### config.mk
export PLATFORM = sky130hd
export DESIGN_NAME = dle_stx_etx_frame_receiver_flat
export DESIGN_NICKNAME = d
export VERILOG_FILES = /design/src/dlefr_pkg.sv /design/src/dlefr_if.sv /design/src/dle_stx_etx_frame_receiver.sv /design/src/flat_wrapper.sv
export SDC_FILE = /design/constraint.sdc
export NUM_CORES = 1
export LEC_CHECK = 0
export BUFFER_PORTS_ARGS = -buffer_cell sky130_fd_sc_hd__buf_4
export CORE_UTILIZATION = 35
export DETAILED_ROUTE_END_ITERATION = 6
export PLACE_DENSITY_LB_ADDON = 0.2
export SETUP_SLACK_MARGIN = 0.3
export SLEW_MARGIN = 20
export SYNTH_ARGS = -nofsm -noshare
export SYNTH_HDL_FRONTEND = slang
export SYNTH_SLANG_ARGS = --single-unit
### constraint.sdc
create_clock -name clk -period 3.8 [get_ports clk]
set_input_delay 0.57 -clock clk [delete_from_list [all_inputs] [get_ports clk]]
set_output_delay 0.57 -clock clk [all_outputs]
set_load 0.01 [all_outputs]
### src/dlefr_pkg.sv
package dlefr_pkg;

    // Frame geometry
    localparam int DATA_MAX = 32;
    localparam int LEN_W    = $clog2(DATA_MAX + 1);
    localparam int ADDR_W   = (DATA_MAX > 1) ? $clog2(DATA_MAX) : 1;

    // Field widths
    localparam int BYTE_W   = 8;
    localparam int KIND_W   = 2;
    localparam int TICK_W   = 16;
    localparam int PDATA_W  = 32;
    localparam int PADDR_W  = 3;

    // Line control characters
    localparam logic [BYTE_W-1:0] CH_DLE = 8'h10;
    localparam logic [BYTE_W-1:0] CH_STX = 8'h02;
    localparam logic [BYTE_W-1:0] CH_ETX = 8'h03;

    localparam logic [TICK_W-1:0] TIMEOUT_RESET = 16'd1000;

    // Register index, taken from paddr[2]
    localparam logic REG_TIMEOUT = 1'b0;

    // Input action codes
    localparam logic ACT_BYTE = 1'b0;
    localparam logic ACT_TICK = 1'b1;

    // Receive modes
    localparam logic [1:0] MODE_IDLE = 2'd0;
    localparam logic [1:0] MODE_CMD  = 2'd1;
    localparam logic [1:0] MODE_DATA = 2'd2;

    // Result kinds
    localparam logic [KIND_W-1:0] KIND_CMD  = 2'd0;
    localparam logic [KIND_W-1:0] KIND_DATA = 2'd1;
    localparam logic [KIND_W-1:0] KIND_ERR  = 2'd2;

endpackage

### src/dlefr_if.sv
interface dlefr_in_if;
    import dlefr_pkg::*;

    logic              valid;
    logic              ready;
    logic              action;
    logic [BYTE_W-1:0] data_byte;

    modport source (output valid, output action, output data_byte, input ready);
    modport sink   (input valid, input action, input data_byte, output ready);
endinterface

interface dlefr_out_if;
    import dlefr_pkg::*;

    logic              valid;
    logic              ready;
    logic [KIND_W-1:0] kind;
    logic [BYTE_W-1:0] value;
    logic              last;

    modport source (output valid, output kind, output value, output last, input ready);
    modport sink   (input valid, input kind, input value, input last, output ready);
endinterface

### src/dle_stx_etx_frame_receiver.sv
// DLE/STX/ETX deframer for a raw serial byte stream.
//
// in_ch carries one request per received byte (action = byte) or per timer
// tick (action = tick). out_ch carries the results: at DLE ETX the frame
// comes out as a run (command byte, then each data byte, last marked), and
// each framing fault comes out as one error event with last set.
// The APB port holds timeout_ticks at address 0 (paddr[2] low).
//
// Flow: a byte or tick request is taken whenever the block is idle and the
// output register is free or being drained in that cycle; its result, if any,
// appears in the output register on the next cycle. A frame's data bytes are
// read out of the payload memory through its single registered read port:
// each data byte passes through S_ISSUE (read issued), then S_WAIT (read data
// loaded into the output register). No request is taken during the readout.
//
// Reset clears mode, escape flag, command byte, length, tick count and the
// output register and loads timeout_ticks with 1000. The payload memory is
// not cleared: only entries below the length are ever read.
// When out_ch stalls, the result holds in the output register and in_ch
// drops ready until it can be taken (or, during readout, the walk pauses).
module dle_stx_etx_frame_receiver (
    input  logic                             clk,
    input  logic                             rst_n,
    dlefr_in_if.sink                         in_ch,
    dlefr_out_if.source                      out_ch,
    input  logic                             psel,
    input  logic                             penable,
    input  logic                             pwrite,
    input  logic [dlefr_pkg::PADDR_W-1:0]    paddr,
    input  logic [dlefr_pkg::PDATA_W-1:0]    pwdata,
    output logic [dlefr_pkg::PDATA_W-1:0]    prdata,
    output logic                             pready
);
    import dlefr_pkg::*;

    typedef enum logic [1:0] {
        S_IDLE,
        S_ISSUE,
        S_WAIT
    } state_t;

    // Control state
    state_t              st_reg,        st_next;
    logic [1:0]          mode_reg,      mode_next;
    logic                esc_reg,       esc_next;
    logic [BYTE_W-1:0]   cmd_reg,       cmd_next;
    logic [LEN_W-1:0]    len_reg,       len_next;
    logic [TICK_W-1:0]   cnt_reg,       cnt_next;
    logic [TICK_W-1:0]   timeout_reg;
    logic [ADDR_W-1:0]   rd_idx_reg,    rd_idx_next;

    // Output register
    logic                ovalid_reg,    ovalid_next;
    logic [KIND_W-1:0]   okind_reg,     okind_next;
    logic [BYTE_W-1:0]   ovalue_reg,    ovalue_next;
    logic                olast_reg,     olast_next;

    // Payload memory
    logic [BYTE_W-1:0]   mem [DATA_MAX];
    logic [BYTE_W-1:0]   mem_q;
    logic                mem_we;
    logic                mem_re;

    logic                out_free;
    logic                in_acc;
    logic                in_frame;
    logic                content;
    logic                emit_err;
    logic                emit_frame;
    logic [TICK_W:0]     cnt_inc;
    logic                cfg_wr;

    assign out_free = !ovalid_reg || out_ch.ready;
    assign in_ch.ready = (st_reg == S_IDLE) && out_free;
    assign in_acc = in_ch.valid && in_ch.ready;
    assign in_frame = mode_reg inside {MODE_CMD, MODE_DATA};
    assign cnt_inc = {1'b0, cnt_reg} + {{TICK_W{1'b0}}, 1'b1};

    assign out_ch.valid = ovalid_reg;
    assign out_ch.kind  = okind_reg;
    assign out_ch.value = ovalue_reg;
    assign out_ch.last  = olast_reg;

    // Configuration port
    assign pready = 1'b1;
    assign cfg_wr = psel && penable && pwrite && (paddr[2] == REG_TIMEOUT);
    assign prdata = (paddr[2] == REG_TIMEOUT) ? {{(PDATA_W-TICK_W){1'b0}}, timeout_reg}
                                               : '0;

    always_comb
    begin
        st_next     = st_reg;
        mode_next   = mode_reg;
        esc_next    = esc_reg;
        cmd_next    = cmd_reg;
        len_next    = len_reg;
        cnt_next    = cnt_reg;
        rd_idx_next = rd_idx_reg;
        ovalid_next = ovalid_reg && !out_ch.ready;
        okind_next  = okind_reg;
        ovalue_next = ovalue_reg;
        olast_next  = olast_reg;
        mem_we      = 1'b0;
        mem_re      = 1'b0;
        content     = 1'b0;
        emit_err    = 1'b0;
        emit_frame  = 1'b0;

        case (st_reg)
            S_IDLE:
            begin
                if (in_acc && (in_ch.action == ACT_TICK))
                begin
                    // Count idle time; drop back to idle at the timeout
                    cnt_next = cnt_inc[TICK_W-1:0];
                    if (cnt_inc >= {1'b0, timeout_reg})
                    begin
                        mode_next = MODE_IDLE;
                        cnt_next  = '0;
                    end
                end
                else if (in_acc)
                begin
                    cnt_next = '0;
                    if (!esc_reg)
                    begin
                        if (in_ch.data_byte == CH_DLE)
                            esc_next = 1'b1;
                        else
                            content = 1'b1;
                    end
                    else
                    begin
                        esc_next = 1'b0;
                        if (in_ch.data_byte == CH_DLE)
                            content = 1'b1;
                        else if (in_ch.data_byte == CH_STX)
                        begin
                            mode_next = MODE_CMD;
                            emit_err  = in_frame;
                        end
                        else if (in_ch.data_byte == CH_ETX)
                        begin
                            mode_next  = MODE_IDLE;
                            emit_frame = in_frame;
                            emit_err   = !in_frame;
                        end
                        else
                        begin
                            mode_next = MODE_IDLE;
                            emit_err  = 1'b1;
                        end
                    end

                    if (content)
                    begin
                        case (mode_reg)
                            MODE_CMD:
                            begin
                                cmd_next  = in_ch.data_byte;
                                len_next  = '0;
                                mode_next = MODE_DATA;
                            end
                            MODE_DATA:
                            begin
                                if (len_reg < LEN_W'(DATA_MAX))
                                begin
                                    mem_we   = 1'b1;
                                    len_next = len_reg + {{(LEN_W-1){1'b0}}, 1'b1};
                                end
                                else
                                begin
                                    mode_next = MODE_IDLE;
                                    emit_err  = 1'b1;
                                end
                            end
                            default:
                            begin
                                emit_err = 1'b1;
                            end
                        endcase
                    end
                end

                if (emit_err)
                begin
                    ovalid_next = 1'b1;
                    okind_next  = KIND_ERR;
                    ovalue_next = '0;
                    olast_next  = 1'b1;
                end
                if (emit_frame)
                begin
                    ovalid_next = 1'b1;
                    okind_next  = KIND_CMD;
                    ovalue_next = cmd_reg;
                    olast_next  = (len_reg == '0);
                    rd_idx_next = '0;
                    if (len_reg != '0)
                        st_next = S_ISSUE;
                end
            end
            S_ISSUE:
            begin
                mem_re  = 1'b1;
                st_next = S_WAIT;
            end
            S_WAIT:
            begin
                if (out_free)
                begin
                    ovalid_next = 1'b1;
                    okind_next  = KIND_DATA;
                    ovalue_next = mem_q;
                    olast_next  = (LEN_W'(rd_idx_reg) + {{(LEN_W-1){1'b0}}, 1'b1} == len_reg);
                    if (olast_next)
                        st_next = S_IDLE;
                    else
                    begin
                        rd_idx_next = rd_idx_reg + {{(ADDR_W-1){1'b0}}, 1'b1};
                        st_next     = S_ISSUE;
                    end
                end
            end
            default:
            begin
                st_next = S_IDLE;
            end
        endcase
    end

    always_ff @(posedge clk or negedge rst_n)
    begin
        if (!rst_n)
        begin
            st_reg      <= S_IDLE;
            mode_reg    <= MODE_IDLE;
            esc_reg     <= 1'b0;
            cmd_reg     <= '0;
            len_reg     <= '0;
            cnt_reg     <= '0;
            timeout_reg <= TIMEOUT_RESET;
            rd_idx_reg  <= '0;
            ovalid_reg  <= 1'b0;
            okind_reg   <= KIND_CMD;
            ovalue_reg  <= '0;
            olast_reg   <= 1'b0;
        end
        else
        begin
            st_reg      <= st_next;
            mode_reg    <= mode_next;
            esc_reg     <= esc_next;
            cmd_reg     <= cmd_next;
            len_reg     <= len_next;
            cnt_reg     <= cnt_next;
            rd_idx_reg  <= rd_idx_next;
            ovalid_reg  <= ovalid_next;
            okind_reg   <= okind_next;
            ovalue_reg  <= ovalue_next;
            olast_reg   <= olast_next;
            if (cfg_wr)
                timeout_reg <= pwdata[TICK_W-1:0];
        end
    end

    // Payload memory: write at the fill position, read during readout
    always_ff @(posedge clk)
    begin
        if (mem_we)
            mem[len_reg[ADDR_W-1:0]] <= in_ch.data_byte;
        if (mem_re)
            mem_q <= mem[rd_idx_reg];
    end

    // Checks
    a_len_bound: assert property (@(posedge clk) disable iff (!rst_n)
        len_reg <= LEN_W'(DATA_MAX))
        else $error("payload length beyond capacity");

    a_mode_code: assert property (@(posedge clk) disable iff (!rst_n)
        mode_reg != 2'd3)
        else $error("unused receive mode reached");

    a_tick_silent: assert property (@(posedge clk) disable iff (!rst_n)
        (in_acc && (in_ch.action == ACT_TICK)) |=> !ovalid_reg)
        else $error("tick produced a result");

    a_readout_blocks: assert property (@(posedge clk) disable iff (!rst_n)
        (st_reg != S_IDLE) |-> !in_ch.ready)
        else $error("request taken during frame readout");

    a_etx_frame: assert property (@(posedge clk) disable iff (!rst_n)
        (in_acc && (in_ch.action == ACT_BYTE) && esc_reg && in_frame
         && (in_ch.data_byte == CH_ETX))
        |=> (ovalid_reg && (okind_reg == KIND_CMD)))
        else $error("frame end did not start a command result");

endmodule

### src/flat_wrapper.sv
// flat-port wrapper written by rule: the top's interface ports become plain ports
module dle_stx_etx_frame_receiver_flat import dlefr_pkg::*;
  (clk, rst_n, psel, penable, pwrite, paddr, pwdata, prdata, pready, in_ch_valid, in_ch_action, in_ch_data_byte, in_ch_ready, out_ch_valid, out_ch_kind, out_ch_value, out_ch_last, out_ch_ready);
  dlefr_in_if in_ch_i ();
  dlefr_out_if out_ch_i ();
  input  logic clk;
  input  logic rst_n;
  input  logic psel;
  input  logic penable;
  input  logic pwrite;
  input  logic [dlefr_pkg::PADDR_W-1:0] paddr;
  input  logic [dlefr_pkg::PDATA_W-1:0] pwdata;
  output logic [dlefr_pkg::PDATA_W-1:0] prdata;
  output logic pready;
  input wire logic [$bits(in_ch_i.valid)-1:0] in_ch_valid;
  input wire logic [$bits(in_ch_i.action)-1:0] in_ch_action;
  input wire logic [$bits(in_ch_i.data_byte)-1:0] in_ch_data_byte;
  output wire logic [$bits(in_ch_i.ready)-1:0] in_ch_ready;
  output wire logic [$bits(out_ch_i.valid)-1:0] out_ch_valid;
  output wire logic [$bits(out_ch_i.kind)-1:0] out_ch_kind;
  output wire logic [$bits(out_ch_i.value)-1:0] out_ch_value;
  output wire logic [$bits(out_ch_i.last)-1:0] out_ch_last;
  input wire logic [$bits(out_ch_i.ready)-1:0] out_ch_ready;
  assign in_ch_i.valid = in_ch_valid;
  assign in_ch_i.action = in_ch_action;
  assign in_ch_i.data_byte = in_ch_data_byte;
  assign in_ch_ready = in_ch_i.ready;
  assign out_ch_valid = out_ch_i.valid;
  assign out_ch_kind = out_ch_i.kind;
  assign out_ch_value = out_ch_i.value;
  assign out_ch_last = out_ch_i.last;
  assign out_ch_i.ready = out_ch_ready;
  dle_stx_etx_frame_receiver u_core (.clk(clk), .rst_n(rst_n), .in_ch(in_ch_i), .out_ch(out_ch_i), .psel(psel), .penable(penable), .pwrite(pwrite), .paddr(paddr), .pwdata(pwdata), .prdata(prdata), .pready(pready));
endmodule
# Word level (Yosys, flattened, before mapping)
# Memories as Yosys holds them, arrays and structs flattened. A register that Yosys moved wholly into a read port is not among the register bits.
# Cells that the tools add are included.
[op_classes] addsub=4 order_cmp=2 n_eq_ne=15 mux=73 bitwise_logic=2 reduce_logical=25
[op_table] op="$mux W16" n=4
[op_table] op="$mux W1" n=40
[op_table] op="$mux W2" n=13
[op_table] op="$mux W8" n=3
[op_table] op="$add A16 B1 Y17 const B" n=1
[op_table] op="$ge A17 B16 Y1" n=1
[op_table] op="$eq A8 B2 Y1 const B" n=2
[op_table] op="$pmux W8 S2" n=1
[op_table] op="$mux W5" n=3
[op_table] op="$pmux W6 S2" n=1
[op_table] op="$reduce_and A3 Y1" n=4
[op_table] op="$ne A2 B2 Y1 const B" n=5
[op_table] op="$pmux W5 S2" n=1
[op_table] op="$eq A8 B5 Y1 const B" n=1
[op_table] op="$pmux W2 S2" n=2
[op_table] op="$logic_and A1 B1 Y1" n=7
[op_table] op="$add A5 B1 Y6 const B" n=1
[op_table] op="$add A6 B1 Y6 const B" n=1
[op_table] op="$eq A6 B6 Y1" n=1
[op_table] op="$logic_not A6 Y1" n=1
[op_table] op="$lt A6 B6 Y1 const B" n=1
[op_table] op="$mux W6" n=1
[op_table] op="$pmux W1 S2" n=3
[op_table] op="$pmux W2 S3" n=1
[op_table] op="15 further kinds" n=22
[totals] register_bits=68 mem_bits_rw=256 input_bits=51 output_inout_bits=46 elab_cells=134 n_memories=1
[memory_table] name="u_core.mem" words=32 width=8 rd=1 rd_ports_with_merged_regs=1 wr=1 line_no="dle_stx_etx_frame_receiver.sv:59" text="logic [BYTE_W-1:0] mem [DATA_MAX];"

# Logic depth before layout (Yosys ltp)
[logic_depth] ltp_word=16 mapped_depth=16 mapped_depth_nobuf=13

# Least setup slack after synthesis
# Ideal clock, no wire load.
[synth_path] path_type="reg-to-reg" start="register u_core.cnt_reg[0]" end="register u_core.cnt_reg[0]" setup_ns=0.125 arrival_time_ns=3.112 path_slack_ns=0.563 stages_incl_launch_ff=17 period_less_slack_ns=3.237 cell_sequence="dfrtp_1 ha_1 and3_1 and4_1 nand3_1 and2_1 or2_2 ha_1 nand4_1 nor4_1 nor4_1 and2_0 buf_2 and3_1 buf_2 buf_6 mux2_2"
[synth_between] elab_chain_cells=4
[synth_rtl] element="start: declaration" line_no="dle_stx_etx_frame_receiver.sv:48" text="logic [TICK_W-1:0] cnt_reg, cnt_next;"
[synth_rtl] element="start signal: assignment" line_no="dle_stx_etx_frame_receiver.sv:256" text="cnt_reg <= cnt_next;"
[synth_rtl] element="$add A16 B1 Y17 *" line_no="dle_stx_etx_frame_receiver.sv:77" text="assign cnt_inc = {1'b0, cnt_reg} + {{TICK_W{1'b0}}, 1'b1};"
[synth_rtl] element="$ge A17 B16 Y1" line_no="dle_stx_etx_frame_receiver.sv:116" text="if (cnt_inc >= {1'b0, timeout_reg})"
[synth_rtl] element="$mux W16 *" line_no="dle_stx_etx_frame_receiver.sv:116"
[synth_rtl] element="$mux W16 *" line_no="dle_stx_etx_frame_receiver.sv:112" text="if (in_acc && (in_ch.action == ACT_TICK))"
# Mark *: on every way between the ends. The rest lies on a longest branch, timed or not.
# A chain may end at the register's enable or synchronous reset.

# Worst setup path in the final report
[layout_path] start="register u_core.cnt_reg[1]" end="register u_core.cnt_reg[11]"
# Same word-level chain as after synthesis.

==> out/results.ini <==
[routing]
detail-route-antenna-nets = 0
drt-pass1-iter-count = 5
vias_per_cell = 5.08
wirelength_um = 32000
wl_per_cell_um = 21.0
drc = 0
drtIter0Drc = 660
num_vias = 7725

[logic_synthesis]
ys_warn_count = 0
synth-main-ff-cell = edfxtp_1
synth_edf_count = 264
ys_types = 71
syn-instance-count = 843
syn_area_um2 = 14400
postSynthAreaPerCell_um2 = 17.1
synthArstFlopShare_pct = 20.5
ys_seq_area_share_pct = 66.9
synth_seq_cells = 332

[timing]
fin_crit_ns = 3.27
fin_tns_setup_ns = 0
slew_violations = 0
skew_ns = 0.0183
rsz0062_at_grt = false
tightest_slew_ns = 0.994
finalSetupViolCount = 0
period_share_pct = 85.9
hold_violations = 0
relSlewSlack_pct = 33.7
fmax_mhz = 306

[worst_hold_path]
min_path_type = input port to async pin

[power]
power.share.switching_pct = 27.4
combPwrFrac_pct = 24.3
fin_total_pwr_uw = 10600
p_seq_share_pct = 41.7
power_leakage_uw = 0.00609
ir_worst_vdd_v = 0.000351
clkPwrFrac_pct = 34.0
p_switching_uw = 2910
cellPowerDensity_nw_per_um2 = 624
intPower_uw = 7710

[place]
io_buffers = 61
dpl.hpwl_um = 20000
routabilityCongestion = 0.753
post-place-cells = 1452
place_area_um2 = 15800

[critical_path]
cp-startpoint = u_core.cnt_reg[1]$_DFFE_PN0P_
criticalPathCategory = flip-flop to flip-flop
crit_path_start_kind = flip-flop
rr_startpoint = u_core.cnt_reg[1]$_DFFE_PN0P_
slowest_stage = dfrtp_1
max_stage_delay_ns = 0.39
cp.required_ns = 4.22
end_kind = flip-flop
arrival_ns = 3.69
worstPathMaxFanout = 7
cp_cell_sequence = ha_1, and3_1, and4_4, nand3_1, and2_1, or2_2, ha_1, nand4_1, nor4_2, nor4_2, and2_0, and3_1, buf_4, a221o_1
r2r_cells = 14

[clock_network]
max-clock-path-buffers = 3
cts_max_level = 2
clk_pin_slew_ns = 0.06
cts_sinks = 332
cts_buffers = 38
clk_latency_ns = 0.54
cts_tree = built
postCtsHoldBufs = 0
cts_root_buf = clkbuf_16

[layout]
n_antenna_cell = 0
drive_above_1_share_pct = 33.4
area_delta_synth_final_pct = 18.0
final_core_util_pct = 42.3
stdcell_area_um2 = 17000
stdcell_count = 1520
final_nets = 1043
largest_reg_flops = 256

[flow_run]
drv_cap = 0

[die]
core_um2 = 40200
ios = 97
fp.dieW_um = 205
fp.dieArea_um2 = 42000
rows = 73
dieHeight_um = 205
start_util_pct = 35.9

[run_status]
run_status = finished, final reports clean

[global_route]
grt_pass1_wl_um = 49000
track_usage_pct = 15.7
grt-ovfl-total = 0
grt_max_degree = 69
antenna_found_initial = 0
grt_pass1_vias = 7972

## power groups by stage
stage,clock network (uW),logic [uW],registers [uW]
detailed placement,0,2620,4500
global placement,0,2620,4490
floorplan,0,1840,4420
finish,3610,2580,4420
CTS,3720,2630,4420
global route,3840,2810,4460
## placed cells by master, fill, tap and decap left out, types with 9 or more instances in the layout
cell type	count
edfxtp_1	264
buf_4	121
mux4_2	80
nor2_1	66
dfrtp_1	59
clkbuf_16	38
mux2_2	34
ha_1	25
nand3_1	24
inv_1	22
nand2_1	22
conb_1	17
nor2b_1	13
a22o_1	13
nor3_1	12
a21oi_1	12
o21ai_0	11
xnor2_1	10
o22a_1	9
## cell families after synthesis
logic type | after synthesis | synth area share (%)
flip-flops | 332 | 66.9
buffers and inverters | 77 | 2.89
other | 2 | 0.0521
AND/OR/NAND/NOR | 190 | 6.95
XOR/XNOR | 16 | 0.972
multiplexers | 114 | 15.2
adder cells (fa/ha/maj) | 25 | 2.17
AO/OA/AOI/OAI | 87 | 4.96
## worst max-delay path: cells and delay by family (launching register included)
family	cells	cell delay, ns
AND/OR/NAND/NOR	10	1.79
adder cells (fa/ha/maj)	2	0.51
flip-flops	1	0.39
AO/OA/AOI/OAI	1	0.29
buffers and inverters	1	0.17
## stage by stage
stage	hold WS (ns)	setup slack (ns)
global route	0.211	0.332
detailed placement	0.490	0.345
CTS	0.187	0.330
floorplan	0.274	0.563
finish	0.157	0.534
global placement	0.472	0.363
## area by class of cell
cell class	instances	area, um2
clock buffers	45	977
fillers	3603	23200
clock inverters	23	251
multi-input cells	449	4440
flip-flops and latches	332	9640
repair buffers	124	968
inverters	22	82.6
well taps	525	657
## Yosys cell counts (3+ instances only)
master | n | area (um2)
edfxtp_1 | 264 | 7930
mux4_2 | 80 | 1800
nor2_1 | 66 | 248
dfrtp_1 | 62 | 1550
mux2_2 | 34 | 383
ha_1 | 25 | 313
nand3_1 | 24 | 120
inv_1 | 22 | 82.6
nand2_1 | 22 | 82.6
buf_4 | 18 | 135
a22o_1 | 13 | 114
clkbuf_1 | 13 | 48.8
nor2b_1 | 13 | 81.3
a21oi_1 | 12 | 60.1
buf_2 | 12 | 60.1
nor3_1 | 12 | 60.1
o21ai_0 | 11 | 55.1
xnor2_1 | 10 | 87.6
o22a_1 | 9 | 78.8
a221o_2 | 8 | 90.1
nand4_1 | 7 | 43.8
buf_1 | 6 | 22.5
buf_6 | 6 | 67.6
dfstp_2 | 6 | 158
xor2_1 | 6 | 52.6
a21o_1 | 5 | 37.5
and3_1 | 5 | 31.3
nand2b_1 | 5 | 31.3
nor4_1 | 5 | 31.3
a221o_1 | 4 | 40.0
and2_1 | 4 | 25.0
nand3b_1 | 3 | 22.5
o2111ai_1 | 3 | 26.3
o2bb2ai_1 | 3 | 26.3
or2_2 | 3 | 18.8
## metal layers
| metal | vias to the layer above | share of wire [%] | track usage, % |
|---|---|---|---|
| met2 | 153 | 46 | 24.1 |
| met3 | 34 | 4.2 | 2.86 |
| met4 | 0 | 1.4 | 3.76 |
| li1 | 3562 | - | - |
| met1 | 3976 | 49 | 23.1 |
| met5 | - | 0 | 0 |
## path summary, 6_finish.rpt
path | end | slack, ns
min | u_core.cmd_reg[3]$_DFFE_PN0P_ | 0.16
max reg2reg | u_core.cnt_reg[11]$_DFFE_PN0P_ | 0.53
min reg2reg | u_core.out_ch.kind[1]$_DFFE_PN0P_ | 0.49
min in group clk | u_core.timeout_reg[7]$_DFFE_PN1P_ | 0.26
max | u_core.cnt_reg[11]$_DFFE_PN0P_ | 0.53
max in group asynchronous | u_core.rd_idx_reg[0]$_DFFE_PN0P_ | 2.98
## timing repair
item / CTS / global route
gates resized for setup: 0 / 6
setup endpoints to repair: 0 / 18
hold endpoints to repair: 0 / 0
buffers inserted: 0 / 0
No activity file was read; power rests on OpenSTA's default activity.
